**src/design/rcp_pkg.sv**
```systemverilog
// Shared types and constants of the relay command parser.
`timescale 1ns / 1ps

package rcp_pkg;

	// Characters the parser recognizes.
	localparam logic [7:0] CH_CR   = 8'h0D;
	localparam logic [7:0] CH_A    = 8'h41;
	localparam logic [7:0] CH_S    = 8'h53;
	localparam logic [7:0] CH_P    = 8'h50;
	localparam logic [7:0] CH_X    = 8'h58;
	localparam logic [7:0] CH_I    = 8'h49;
	localparam logic [7:0] CH_T    = 8'h54;
	localparam logic [7:0] CH_O    = 8'h4F;
	localparam logic [7:0] CH_ZERO = 8'h30;
	localparam logic [7:0] CH_NINE = 8'h39;

	// Binary mode bytes.
	localparam logic [7:0] BIN_ALL    = 8'd1;
	localparam logic [7:0] BIN_SWITCH = 8'd2;
	localparam logic [7:0] BIN_PROG   = 8'd3;
	localparam logic [7:0] BIN_CLEAR  = 8'd4;

	// What a byte selects when the parser is idle.
	localparam logic [2:0] CMD_BAD    = 3'd0;
	localparam logic [2:0] CMD_ALL    = 3'd1;
	localparam logic [2:0] CMD_SWITCH = 3'd2;
	localparam logic [2:0] CMD_PROG   = 3'd3;
	localparam logic [2:0] CMD_CLEAR  = 3'd4;
	localparam logic [2:0] CMD_INDIV  = 3'd5;

	// Bit operation named by the first byte of an individual line.
	localparam logic [1:0] OP_NONE   = 2'd0;
	localparam logic [1:0] OP_TOGGLE = 2'd1;
	localparam logic [1:0] OP_SET    = 2'd2;
	localparam logic [1:0] OP_CLEAR  = 2'd3;

	// Result status codes.
	localparam logic [2:0] ST_ABSORBED = 3'd0;
	localparam logic [2:0] ST_MODE_SET = 3'd1;
	localparam logic [2:0] ST_WRITTEN  = 3'd2;
	localparam logic [2:0] ST_SAVED    = 3'd3;
	localparam logic [2:0] ST_BAD_MODE = 3'd4;
	localparam logic [2:0] ST_BAD_OP   = 3'd5;
	localparam logic [2:0] ST_BAD_ID   = 3'd6;

	localparam int QUEUE_DEPTH = 4;

	// Classified item passed from the front to the back.
	typedef struct packed {
		logic       is_switch; // panel switch event
		logic [7:0] data;      // raw command byte
		logic       sw_on;     // panel switch state
		logic [2:0] id;        // panel id, or digit value as an id
		logic       id_ok;     // id is a valid switch number
		logic       is_digit;
		logic [3:0] digit;
		logic       is_cr;
		logic       is_zero;   // byte is '0'
		logic [2:0] cmd;       // idle-mode selection
		logic [1:0] op;        // individual-line operation
	} rcp_item_t;

endpackage

```
**src/design/rcp_front.sv**
```systemverilog
// Front end: classifies one input transfer into a decoded item.
`timescale 1ns / 1ps

module rcp_front import rcp_pkg::*; #(
	parameter int SWITCH_COUNT = 8
) (
	input  logic       req_type,
	input  logic [7:0] rx_byte,
	input  logic [2:0] panel_switch_id,
	input  logic       panel_switch_on,
	output rcp_item_t  item
);

	logic       is_digit;
	logic [7:0] diff;

	assign diff     = rx_byte - CH_ZERO;
	assign is_digit = (rx_byte >= CH_ZERO) && (rx_byte <= CH_NINE);

	always_comb begin
		item           = '0;
		item.is_switch = req_type;
		item.data      = rx_byte;
		item.sw_on     = panel_switch_on;
		item.is_digit  = is_digit;
		item.digit     = diff[3:0];
		item.is_cr     = (rx_byte == CH_CR);
		item.is_zero   = (rx_byte == CH_ZERO);
		if (req_type) begin
			item.id    = panel_switch_id;
			item.id_ok = (32'(panel_switch_id) < SWITCH_COUNT);
		end else begin
			item.id    = diff[2:0];
			item.id_ok = is_digit && (32'(diff[3:0]) < SWITCH_COUNT);
		end

		if (rx_byte == BIN_ALL || rx_byte == CH_A) begin
			item.cmd = CMD_ALL;
		end else if (rx_byte == BIN_SWITCH || rx_byte == CH_S) begin
			item.cmd = CMD_SWITCH;
		end else if (rx_byte == BIN_PROG || rx_byte == CH_P) begin
			item.cmd = CMD_PROG;
		end else if (rx_byte == BIN_CLEAR || rx_byte == CH_X) begin
			item.cmd = CMD_CLEAR;
		end else if (rx_byte == CH_I) begin
			item.cmd = CMD_INDIV;
		end else begin
			item.cmd = CMD_BAD;
		end

		if (rx_byte == CH_T) begin
			item.op = OP_TOGGLE;
		end else if (rx_byte == CH_O) begin
			item.op = OP_SET;
		end else if (rx_byte == CH_X) begin
			item.op = OP_CLEAR;
		end else begin
			item.op = OP_NONE;
		end
	end

endmodule

```
**src/design/rcp_queue.sv**
```systemverilog
// Small FIFO of decoded items between the front and the back.
`timescale 1ns / 1ps

module rcp_queue import rcp_pkg::*; (
	input  logic      clk,
	input  logic      arst_n,
	input  logic      push,
	input  rcp_item_t push_item,
	output logic      full,
	input  logic      pop,
	output logic      not_empty,
	output rcp_item_t head
);

	localparam int PTR_W = $clog2(QUEUE_DEPTH);
	localparam int CNT_W = $clog2(QUEUE_DEPTH + 1);

	rcp_item_t        slots_q [QUEUE_DEPTH];
	logic [PTR_W-1:0] wr_ptr_q;
	logic [PTR_W-1:0] rd_ptr_q;
	logic [CNT_W-1:0] count_q;

	assign full      = (count_q == CNT_W'(QUEUE_DEPTH));
	assign not_empty = (count_q != '0);
	assign head      = slots_q[rd_ptr_q];

	always_ff @(posedge clk) begin
		if (push) begin
			slots_q[wr_ptr_q] <= push_item;
		end
	end

	always_ff @(posedge clk or negedge arst_n) begin
		if (!arst_n) begin
			wr_ptr_q <= '0;
			rd_ptr_q <= '0;
			count_q  <= '0;
		end else begin
			if (push) begin
				wr_ptr_q <= wr_ptr_q + 1'b1;
			end
			if (pop) begin
				rd_ptr_q <= rd_ptr_q + 1'b1;
			end
			case ({push, pop})
				2'b10:   count_q <= count_q + 1'b1;
				2'b01:   count_q <= count_q - 1'b1;
				default: count_q <= count_q;
			endcase
		end
	end

endmodule

```
**src/design/rcp_back.sv**
```systemverilog
// Back end: parser state, relay image, switch masks and the result register.
`timescale 1ns / 1ps

module rcp_back import rcp_pkg::*; #(
	parameter int SWITCH_COUNT = 8
) (
	input  logic       clk,
	input  logic       arst_n,
	input  logic       item_valid,
	input  rcp_item_t  item,
	output logic       item_pop,
	output logic       out_valid,
	input  logic       out_ready,
	output logic [7:0] out_bits,
	output logic       out_write,
	output logic [2:0] out_status
);

	localparam int IDX_W = (SWITCH_COUNT > 1) ? $clog2(SWITCH_COUNT) : 1;

	localparam logic [2:0] MODE_IDLE   = 3'd0;
	localparam logic [2:0] MODE_ALL    = 3'd1;
	localparam logic [2:0] MODE_SWITCH = 3'd2;
	localparam logic [2:0] MODE_PROG   = 3'd3;
	localparam logic [2:0] MODE_INDIV  = 3'd4;

	logic [2:0] mode_q;
	logic       first_ok_q;
	logic [2:0] first_id_q;
	logic [1:0] first_op_q;
	logic       sec_zero_q;
	logic [1:0] count_q;
	logic [7:0] acc_q;
	logic       stopped_q;
	logic [7:0] image_q;
	logic [7:0] masks_q [SWITCH_COUNT];

	logic       out_valid_q;
	logic [7:0] out_bits_q;
	logic       out_write_q;
	logic [2:0] out_status_q;

	logic [2:0] mode_d;
	logic       first_ok_d;
	logic [2:0] first_id_d;
	logic [1:0] first_op_d;
	logic       sec_zero_d;
	logic [1:0] count_d;
	logic [7:0] acc_d;
	logic       stopped_d;
	logic [7:0] image_d;
	logic [2:0] st;
	logic       mask_we;

	logic       eff_ok;
	logic [2:0] eff_id;
	logic [1:0] eff_op;
	logic       eff_sec_zero;
	logic [2:0] rd_id;
	logic [7:0] mask_rd;

	assign item_pop = item_valid && (!out_valid_q || out_ready);

	assign eff_ok       = (count_q == 2'd0) ? item.id_ok : first_ok_q;
	assign eff_id       = (count_q == 2'd0) ? item.id : first_id_q;
	assign eff_op       = (count_q == 2'd0) ? item.op : first_op_q;
	assign eff_sec_zero = (count_q == 2'd1) ? item.is_zero : sec_zero_q;
	assign rd_id        = item.is_switch ? item.id : eff_id;
	assign mask_rd      = masks_q[rd_id[IDX_W-1:0]];

	always_comb begin
		mode_d     = mode_q;
		first_ok_d = first_ok_q;
		first_id_d = first_id_q;
		first_op_d = first_op_q;
		sec_zero_d = sec_zero_q;
		count_d    = count_q;
		acc_d      = acc_q;
		stopped_d  = stopped_q;
		image_d    = image_q;
		st         = ST_ABSORBED;
		mask_we    = 1'b0;

		if (item.is_switch) begin
			if (item.id_ok) begin
				image_d = item.sw_on ? (image_q | mask_rd) : (image_q & ~mask_rd);
				st      = ST_WRITTEN;
			end else begin
				st = ST_BAD_ID;
			end
		end else begin
			case (mode_q)
				MODE_IDLE: begin
					case (item.cmd)
						CMD_ALL: begin
							mode_d = MODE_ALL;
							st     = ST_MODE_SET;
						end
						CMD_SWITCH: begin
							mode_d = MODE_SWITCH;
							st     = ST_MODE_SET;
						end
						CMD_PROG: begin
							mode_d = MODE_PROG;
							st     = ST_MODE_SET;
						end
						CMD_CLEAR: begin
							image_d = '0;
							st      = ST_WRITTEN;
						end
						CMD_INDIV: begin
							mode_d = MODE_INDIV;
							st     = ST_MODE_SET;
						end
						default: begin
							st = ST_BAD_MODE;
						end
					endcase
				end
				MODE_ALL: begin
					image_d = item.data;
					mode_d  = MODE_IDLE;
					st      = ST_WRITTEN;
				end
				default: begin
					// line byte: first byte is the id or op, then a decimal value
					if (count_q == 2'd0) begin
						first_ok_d = item.id_ok;
						first_id_d = item.id;
						first_op_d = item.op;
					end else begin
						if (count_q == 2'd1) begin
							sec_zero_d = item.is_zero;
						end
						if (!stopped_q) begin
							if (item.is_digit) begin
								acc_d = (acc_q << 3) + (acc_q << 1) + {4'd0, item.digit};
							end else begin
								stopped_d = 1'b1;
							end
						end
					end
					if (count_q != 2'd2) begin
						count_d = count_q + 1'b1;
					end

					if (item.is_cr) begin
						case (mode_q)
							MODE_SWITCH: begin
								if (eff_ok) begin
									image_d = !eff_sec_zero ? (image_q | mask_rd)
									                        : (image_q & ~mask_rd);
									st      = ST_WRITTEN;
								end else begin
									st = ST_BAD_ID;
								end
							end
							MODE_PROG: begin
								if (eff_ok) begin
									mask_we = 1'b1;
									st      = ST_SAVED;
								end else begin
									st = ST_BAD_ID;
								end
							end
							default: begin
								case (eff_op)
									OP_TOGGLE: begin
										image_d = image_q ^ acc_q;
										st      = ST_WRITTEN;
									end
									OP_SET: begin
										image_d = image_q | acc_q;
										st      = ST_WRITTEN;
									end
									OP_CLEAR: begin
										image_d = image_q & ~acc_q;
										st      = ST_WRITTEN;
									end
									default: begin
										st = ST_BAD_OP;
									end
								endcase
							end
						endcase
						// line done, back to idle
						mode_d     = MODE_IDLE;
						first_ok_d = 1'b0;
						first_id_d = '0;
						first_op_d = OP_NONE;
						sec_zero_d = 1'b0;
						count_d    = '0;
						acc_d      = '0;
						stopped_d  = 1'b0;
					end
				end
			endcase
		end
	end

	always_ff @(posedge clk or negedge arst_n) begin
		if (!arst_n) begin
			mode_q      <= MODE_IDLE;
			first_ok_q  <= 1'b0;
			first_id_q  <= '0;
			first_op_q  <= OP_NONE;
			sec_zero_q  <= 1'b0;
			count_q     <= '0;
			acc_q       <= '0;
			stopped_q   <= 1'b0;
			image_q     <= '0;
			out_valid_q <= 1'b0;
			for (int i = 0; i < SWITCH_COUNT; i++) begin
				masks_q[i] <= '0;
			end
		end else begin
			if (item_pop) begin
				mode_q     <= mode_d;
				first_ok_q <= first_ok_d;
				first_id_q <= first_id_d;
				first_op_q <= first_op_d;
				sec_zero_q <= sec_zero_d;
				count_q    <= count_d;
				acc_q      <= acc_d;
				stopped_q  <= stopped_d;
				image_q    <= image_d;
				if (mask_we) begin
					masks_q[eff_id[IDX_W-1:0]] <= acc_q;
				end
				out_valid_q <= 1'b1;
			end else if (out_ready) begin
				out_valid_q <= 1'b0;
			end
		end
	end

	always_ff @(posedge clk) begin
		if (item_pop) begin
			out_bits_q   <= image_d;
			out_write_q  <= (st == ST_WRITTEN);
			out_status_q <= st;
		end
	end

	assign out_valid  = out_valid_q;
	assign out_bits   = out_bits_q;
	assign out_write  = out_write_q;
	assign out_status = out_status_q;

endmodule

```
**src/design/relay_command_parser_unit.sv**
```systemverilog
// Top level of the relay command parser: front decoder, item queue, back end.
`timescale 1ns / 1ps

// Relay command parser. Each slave transfer is either one serial command byte
// (tuser 0) or one panel switch event (tuser 1); every transfer yields exactly
// one master transfer carrying the relay image after that item, a write flag
// that is set exactly when the status is 2, and a status code (0 absorbed,
// 1 mode set, 2 relays written, 3 mask saved, 4 bad mode, 5 bad op, 6 bad
// id). Idle mode bytes: 1/'A' load all relays from the next byte, 2/'S'
// switch line "<id><state>CR", 3/'P' program line "<id><decimal>CR", 4/'X'
// clear all, 'I' line "<T|O|X><decimal>CR". Decimal values take digits up
// to the first non-digit, modulo 256. Switch masks reset to zero. Throughput
// is one transfer per clock while m_axis_tready is high; the result of a
// transfer passes through the four-entry item queue, then sits in the result
// register. The back end updates all parser state when it takes an item from
// the queue. s_axis_tready drops only when the queue holds four items that
// the master side has not drained.
module relay_command_parser_unit import rcp_pkg::*; #(
	parameter int SWITCH_COUNT = 8
) (
	input  logic        clk,
	input  logic        arst_n,

	input  logic        s_axis_tvalid,
	output logic        s_axis_tready,
	input  logic [15:0] s_axis_tdata,  // [7:0] rx_byte, [10:8] panel_switch_id,
	                                   // [11] panel_switch_on, [15:12] zero
	input  logic        s_axis_tuser,  // [0] req_type

	output logic        m_axis_tvalid,
	input  logic        m_axis_tready,
	output logic [7:0]  m_axis_tdata,  // [7:0] relay_bits
	output logic [3:0]  m_axis_tuser   // [0] relay_write, [3:1] status
);

	rcp_item_t  front_item;
	rcp_item_t  head_item;
	logic       q_full;
	logic       q_not_empty;
	logic       q_pop;
	logic       in_xfer;
	logic       out_write;
	logic [2:0] out_status;

	assign s_axis_tready = !q_full;
	assign in_xfer       = s_axis_tvalid && s_axis_tready;

	// classify the incoming transfer
	rcp_front #(
		.SWITCH_COUNT(SWITCH_COUNT)
	) u_front (
		.req_type       (s_axis_tuser),
		.rx_byte        (s_axis_tdata[7:0]),
		.panel_switch_id(s_axis_tdata[10:8]),
		.panel_switch_on(s_axis_tdata[11]),
		.item           (front_item)
	);

	// decouples input acceptance from output backpressure
	rcp_queue u_queue (
		.clk      (clk),
		.arst_n   (arst_n),
		.push     (in_xfer),
		.push_item(front_item),
		.full     (q_full),
		.pop      (q_pop),
		.not_empty(q_not_empty),
		.head     (head_item)
	);

	// state update and result register
	rcp_back #(
		.SWITCH_COUNT(SWITCH_COUNT)
	) u_back (
		.clk       (clk),
		.arst_n    (arst_n),
		.item_valid(q_not_empty),
		.item      (head_item),
		.item_pop  (q_pop),
		.out_valid (m_axis_tvalid),
		.out_ready (m_axis_tready),
		.out_bits  (m_axis_tdata),
		.out_write (out_write),
		.out_status(out_status)
	);

	assign m_axis_tuser = {out_status, out_write};

endmodule

```
**config.mk**
```make
export PLATFORM = sky130hd
export DESIGN_NAME = relay_command_parser_unit
export DESIGN_NICKNAME = d
export VERILOG_FILES = /design/src/design/rcp_pkg.sv /design/src/design/rcp_front.sv /design/src/design/rcp_queue.sv /design/src/design/rcp_back.sv /design/src/design/relay_command_parser_unit.sv
export SDC_FILE = /design/constraint.sdc
export NUM_CORES = 1
export LEC_CHECK = 0
export BUFFER_PORTS_ARGS = -buffer_cell sky130_fd_sc_hd__buf_2
export CORE_MARGIN = 8
export CORE_UTILIZATION = 25
export CTS_BUF_LIST = sky130_fd_sc_hd__clkbuf_2 sky130_fd_sc_hd__clkbuf_4 sky130_fd_sc_hd__clkbuf_8
export DETAILED_ROUTE_END_ITERATION = 8
export PLACE_DENSITY = 0.39
export SLEW_MARGIN = 25
export SYNTH_ARGS = -nofsm -noshare
export SYNTH_HDL_FRONTEND = slang
export SYNTH_SLANG_ARGS = --single-unit
```
**constraint.sdc**
```tcl
create_clock -name clk -period 4.6 [get_ports clk]
set_input_delay 0.46 -clock clk [delete_from_list [all_inputs] [get_ports clk]]
set_output_delay 0.46 -clock clk [all_outputs]
set_load 0.005 [all_outputs]
```
==> out/summary.md, run 1 <==
Largest fanout on the critical path: 23. Counting stages on the worst path, the most repeated cell is nand2_1. The number of clock buffers inserted by TritonCTS came out at 39. No sink is reached through more buffers than the 3 on the longest clock path. For this run, the share of the core covered by cells in the final layout is 29.33%. The cell type contributing the most total cell area after synthesis is edfxtp_1. The run gives 30.4% as the sequential fraction of design power.

The main flop type after synthesis is dfrtp_1. The mapped netlist covers 0.01068 mm². On the worst path, the slowest cell contributes a delay of 0.62 ns. The floorplan has 75 rows.

The run finished with clean final reports. The die outline width was 222.6 µm; the worst setup skew after layout was 0.03796 ns. The post-synthesis async set-or-reset flop share works out to 50.25%.

The post-CTS setup buffer count came out at 0. The deepest level of the CTS H-tree is 2. 35 I/O pins were placed. The number of hold buffers added after CTS was 0. The die is 222.6 µm tall. Clock-pin slew was measured on the worst setup and hold paths at 0.06 ns.

Cell internal power was estimated by the tool at 0.004878 W. The time the final worst path needs with I/O delays and setup works out to 3.825 ns. A synthesized cell averages 12.05 µm².

The HPWL after detailed placement is 21,230 µm. The share of total power in the clock network is 22.0%, and the net count after synthesis is 944. Once the clock tree was built, the resizer swapped 0 gates to a different size. The worst-case IR drop observed on VDD is 0.2037 mV. The commonest cells after synthesis are dfrtp_1, edfxtp_1, nand2_1, mux2_2, nor2_1.

The synthesized design contains 100 enable-type register cells. The routed wire length per instance came out at 20.50 µm. The share of synthesized area in the top cell type comes to 28.13%. The run gives 7,694 as the number of global-route vias before repair. The final count of pins violating max slew is 0.

After detailed routing, the number of vias per cell comes to 4.934. The first global-routing pass estimated 47,860 µm of wire. The share of the Yosys chip area taken by registers is 51.80%.

The tightest min-delay check is of the input port to asynchronous set/reset pin type. The initial standard-cell utilization of the core came out at 25.39%. Counting flops and latches in the post-synthesis netlist gives 201. At the pin with the least slew margin, the transition time is 0.9038 ns.

The worst setup path is launched from a flop. The floorplan step defined a die boundary enclosing 0.04957 mm². The critical path is of the flop to flop type.

The region available for standard cell placement spans 0.04204 mm². On the critical path, the stage with the largest delay is an instance of o221ai_2. The run gives 4.995 nW as the static leakage power. For this design the ratio of total power to cell area is 698.8 mW/mm². Routability-driven placement finished with a final weighted congestion of 0.7770.

The initial antenna violation count is 0. Most common cell in the netlist: dfrtp_1. STA classifies the critical path endpoint as a flop. Traced cell by cell, the critical path runs through inv_1, ha_1, or2_2, o221ai_2, nand2_1, buf_4, a211oi_1, a31oi_1, a221o_1, a32oi_1, nand2_1. Power comes to 0.008617 W.

Combinational logic burns 47.5% of the power. Setup repair after global routing left no endpoint under its margin. The area added between synthesis and finish was 15.51%. The count of cell types in the netlist was 81. The total grt overflow came out at 0. The first detailed-routing pass ran for 5 iterations.

In the routed design, unresolved DRC markers number 0. Entering global routing, the biggest net connects 67 pins. Setup violations remaining at the end of the flow were counted as 0.

Ranked by total cell area, the synthesized netlist is headed by edfxtp_1, dfrtp_1, mux2_2, mux4_2, ha_1. The run gives 201 as the total number of clock tree sinks. The clock root buffer is clkbuf_8. After the last flow step, the layout net total stands at 995. The worst max-slew margin expressed relative to the limit was 39.75%; the switching share of total power was 43.39%. In this run the tool buffered the top-level ports with 30 buffer cells. The logs give 4.12 ns for the arrival time at the worst endpoint and 0.003738 W for the switching power total.

The logs give 451 for the first-iteration detailed-routing DRC count and 12.38% for the total global routing track utilization. The tool flagged a number of max-cap violations equal to 0. The worst register-to-register path has a depth of 11. For the count of nets left with antenna violations after detail routing, the log shows 0. The final hold violation count is 0. TritonCTS built the clock tree. Timing would allow up to 0.2614 GHz. For this block, the routed nets add up to 30,870 µm of wire.

The fraction of final layout cells with drive strength greater than 1 was 25.54%. The routed layout has 7,431 vias. The tools report the number of standard cells after synthesis as 886. Yosys printed 0 warnings.

Adding up every negative setup slack in the final design gives 0 ns. The run gives 0 as the antenna diode instance count. For the worst setup path, the data required time is 4.89 ns. The later pin in the worst-skew pair is clocked with a latency of 0.56 ns. Share of the clock period used by the worst path: 83.15%.
==> placed cells by master, fill, tap and decap left out, types with 27 or more instances in the layout <==
cell,n
ha_1,34
nor2_1,43
dfrtp_1,100
inv_1,38
buf_2,29
nand2_1,65
clkbuf_8,45
nand3_1,27
buf_4,32
a21oi_1,41
mux2_2,64
edfxtp_1,100
o21ai_0,35
==> stage by stage <==
| step | instance area (µm²) | instances | worst slack (ns) | hold WS [ns] |
|---|---|---|---|---|
| CTS | 12330 | 1506 | 0.7643 | 0.04295 |
| finish | 12330 | 1506 | 0.7749 | 0.03075 |
| global placement | 11500 | 1435 | 0.8002 | 0.4596 |
| floorplan | 10680 | 886 | 1.297 | 0.1644 |
| detailed placement | 11500 | 1435 | 0.7774 | 0.4658 |
| global route | 12330 | 1506 | 0.4321 | 0.07803 |
==> cell type report <==
cell class | count | area [µm²]
Fill cell | 4370 | 29710
Sequential cell | 201 | 5532
Multi-Input combinational cell | 596 | 4770
Clock buffer | 63 | 754.5
Tap cell | 539 | 674.4
Timing Repair Buffer | 61 | 385.4
Inverter | 38 | 142.6
Clock inverter | 8 | 72.57
==> critical path, delay by kind of cell (launching register included) <==
family | cells | cell delay (ns)
AOI/OAI and AO/OA | 5 | 1.71
and+or+nand+nor | 3 | 0.67
adders and majority gates | 1 | 0.48
DFF | 1 | 0.37
buffers and inverters | 2 | 0.33
==> registers in the layout, indices dropped and copies added (netlist names), 8 cells and up <==
signal,count
u_back.acc_q,8
u_back.image_q,8
u_queue.slots_q,88
u_back.out_bits,8
u_back.masks_q,64
==> per-layer routing <==
layer  GRT usage (%)  share of wire (%)
met3           2.331                3.5
met2           19.54                 45
met1           16.76                 48
met4           4.397                3.1
met5               0                  0
==> power groups by stage <==
stage	sequential [W]	combinational (W)	clock, W
2_1_floorplan	0.00246	0.00289	0
3_3_place_gp	0.00267	0.00414	0
3_5_place_dp	0.00267	0.00414	0
4_1_cts	0.00263	0.00415	0.00198
5_1_grt	0.00267	0.00454	0.00206
6_report	0.00262	0.00410	0.00190
==> path summary, 6_finish.rpt <==
| path | startpoint | endpoint | slack [ns] |
|---|---|---|---|
| max in group asynchronous | arst_n | u_queue.rd_ptr_q[0] | 3.47 |
| hold / removal | arst_n | u_back.masks_q[57] | 0.03 |
| min in group clk | m_axis_tready | u_back.out_valid | 0.10 |
| hold reg to reg | u_back.first_ok_q | u_back.first_ok_q | 0.48 |
| setup / recovery | u_back.count_q[0] | u_back.out_bits[2] | 0.77 |
| setup reg to reg | u_back.count_q[0] | u_back.out_bits[2] | 0.77 |
==> cell families after synthesis <==
group	Yosys count	synth area share [%]
AOI/OAI and AO/OA	212	14.29
DFF	201	51.80
adders and majority gates	37	4.548
muxes	108	13.51
buffers and inverters	89	3.657
and+or+nand+nor	225	11.04
xor gates and xnor gates	14	1.149
No activity file was read; power rests on OpenSTA's default activity.
==> run 2: changes to the inputs <==
Clock period 4.6 ns to 3.7 ns, I/O delays scaled along.
==> out/summary.md, run 2 (synthesis results as in run 1) <==
The run finished with clean final reports. The number of buffers and inverters on the critical path works out to 0 (-2). For the power after layout, the log shows 0.01084 W (+26%). The instance count after placement with tap cells included was 1,448 (+0.91%); the core area was 0.04204 mm² (unchanged). The clock root buffer is clkbuf_8.

The first-pass GRT wire length is 48,300 µm (+0.92%). The worst setup skew after layout is 0.03459 ns (-0.003372 ns), and the routability congestion estimate from global placement is 0.7955 (+2.4%). The clock-pin slew of the registers on the worst-case setup and hold paths was 0.06 ns (about the same); the number of setup violations in the final report was 0 (unchanged). The area growth from synthesis to layout is 16.89%.

The number of flip-flops in the largest register is 88 (unchanged). The static leakage power was 5.082 nW (+1.8%). The cell type of the slowest stage on the worst timing path is mux4_2. The setup path with the least slack is of type flop to flop. The total vias in the final route came out at 7,461 (+0.40%).

The library cells used most frequently in the layout, excluding fill and tap cells, are dfrtp_1, edfxtp_1, nand2_1. The fraction of final layout cells with drive strength greater than 1 was 26.58% (+1.0 points). The DRC violation count after routing is 0 (unchanged), and the area of the die is 0.04957 mm² (unchanged). For the count of non-filler cells in the finished layout, the log shows 1,521 (+1.0%). The initial standard-cell utilization of the core is 25.39% (unchanged), and the power per cell area is 868.3 mW/mm² (+24%). Final hold violation count: 0 (unchanged). The post-route worst hold slack came out at 0.05119 ns (+0.02045 ns). The logs give 12.48% (+0.10 points) for the total global routing track utilization and 0 (unchanged) for the total grt overflow. The final count of pins violating max slew is 0 (unchanged), and the worst IR drop on VDD is 0.2823 mV (+39%).

The routed wire length per instance is 20.31 µm (-0.93%). The transition time at the pin with the least slew margin was 0.8182 ns (-0.08559 ns); the largest incremental delay on the critical path was 0.65 ns (+0.03 ns). The worst setup path is launched from a flop.

The logs give 75 (unchanged) for the number of placement rows and 0 (unchanged) for the count of nets left with antenna violations after detail routing. The placed wire-length estimate after detailed placement is 21,630 µm (+1.9%), and the antenna diode instance count is 0 (unchanged). The number of port buffers is 30 (unchanged). The via density per instance was 4.905 (-0.59%).

The count of TritonRoute iterations in the first routing pass is 5 (unchanged). For the number of global-route vias before repair, the log shows 7,854 (+2.1%). The critical path goes through mux4_2, o221a_2, nor2_4, a2111oi_0, or4_1, o21a_1, o21ai_0. For the slack of the worst reg-to-reg path, the log shows 0.29 ns (-0.49 ns). The number of top-level pins was 35 (unchanged). The arrival time at the worst endpoint was 3.69 ns (-0.43 ns).

The buffer levels on the longest clock path is 3 (unchanged), and the share of the clock period used by the worst path is 92.20% (+9.0 points). The height of the die came out at 222.6 µm (unchanged). The total negative slack was 0 ns (unchanged). The number of clock buffers inserted by TritonCTS was 39 (unchanged). Die outline width: 222.6 µm (unchanged). The deepest level of the CTS H-tree was 2 (unchanged).

The time the final worst path needs with I/O delays and setup works out to 3.411 ns (-0.4137 ns). In this design, the largest share of critical-path delay is due to compound AO/OA/AOI/OAI gates. The worst max-slew margin expressed relative to the limit is 44.95% (+5.2 points).

The type of the worst min-delay path is input port to flop. First-iteration detailed-routing DRC count: 530 (+18%). TritonCTS built the clock tree. More flip-flops sit in one register than any other, and that register is u_queue.slots_q.

The core utilization of the finished layout came out at 29.68% (+0.35 points). The largest registers in the layout are u_queue.slots_q: 88 flops, u_back.masks_q: 64 flops. The run gives 201 (unchanged) as the total number of clock tree sinks.

The clock latency at the later pin of the worst-skew pair is 0.56 ns (about the same), and the max-capacitance violation count is 0 (unchanged). The logs give 1,011 (+1.6%) for the count of nets after finishing and 0.2931 GHz (+12%) for the maximum clock rate. The largest fanout on the critical path is 17 (-26%), and the required arrival time at the worst endpoint is 3.98 ns (-0.91 ns).

Setup repair after global routing left no endpoint under its margin. The run gives 30,890 µm (about the same) as the total wirelength of the detailed-routed design. STA classifies the critical path endpoint as a flop. The run gives 41 (-39%) as the largest net degree at the start of global routing.

The initial antenna violation count was 0 (unchanged).
run 2: changes by cell type in the layout (fill, tap and decap cells not counted):
| cell | delta |
|---|---|
| nor2b_1 | -1 |
| buf_4 | +14 |
| clkinv_8 | +1 |
| buf_12 | +1 |
| nor2_2 | -1 |
| dlygate4sd3_1 | +1 |
| clkbuf_8 | +1 |
| nor2b_2 | +1 |
| inv_8 | -1 |
| nor2_4 | +1 |
| clkinv_1 | +1 |
| clkinvlp_4 | -1 |
| clkinv_2 | -2 |
run 2: per-layer routing:
| layer | share of wire, % | track usage (%) | vias up |
|---|---|---|---|
| met2 | 46 | 20.09 | 163 |
| met4 | 2.1 | 3.420 | 0 |
| met1 | 48 | 17.06 | 3727 |
| li1 | - | - | 3526 |
| met3 | 3.7 | 2.200 | 45 |
| met5 | 0 | 0 | - |
run 2: final timing paths:
kind | start | end | depth (start not counted)
min in group asynchronous | arst_n | u_back.masks_q[32] | 2
worst max-delay path | u_queue.rd_ptr_q[0] | u_back.out_bits[4] | 7
worst min register to register | u_back.first_ok_q | u_back.first_ok_q | 2
max in group asynchronous | arst_n | u_queue.rd_ptr_q[0] | 3
worst max register to register | u_queue.rd_ptr_q[0] | u_back.out_bits[4] | 7
worst min-delay path | s_axis_tdata[11] | u_queue.slots_q[1][16] | 1
run 2: report_power, final:
group	internal (W)	switching [W]	total (W)
clock	0.00138	0.000962	0.00234
combinational	0.00197	0.00334	0.00531
sequential	0.00284	0.000338	0.00318
total	0.00620	0.00464	0.0108
run 2: repair_timing:
item | 4_1_cts | 5_1_grt
setup endpoints to repair | 0 | 14
hold buffers | 1 | 0
hold endpoints to repair | 38 | 0
gates resized for setup | 0 | 2
setup buffers | 0 | 2
run 2: final cells by class:
cell class              instances  area (µm²)
clock buffers                  64       768.2
clock inverters                 6       63.81
fillers                      4385       29560
inverters                      38       142.6
multi-input cells             596        4777
flip-flops and latches        201        5532
well taps                     539       674.4
repair buffers                 77       520.5
run 2: stage by stage:
stage               setup slack, ns  cell area, µm²
floorplan                    0.3966           10680
global route                0.03188           12480
detailed placement          0.09222           11610
global placement             0.1412           11610
finish                       0.2886           12480
CTS                         0.07350           12460
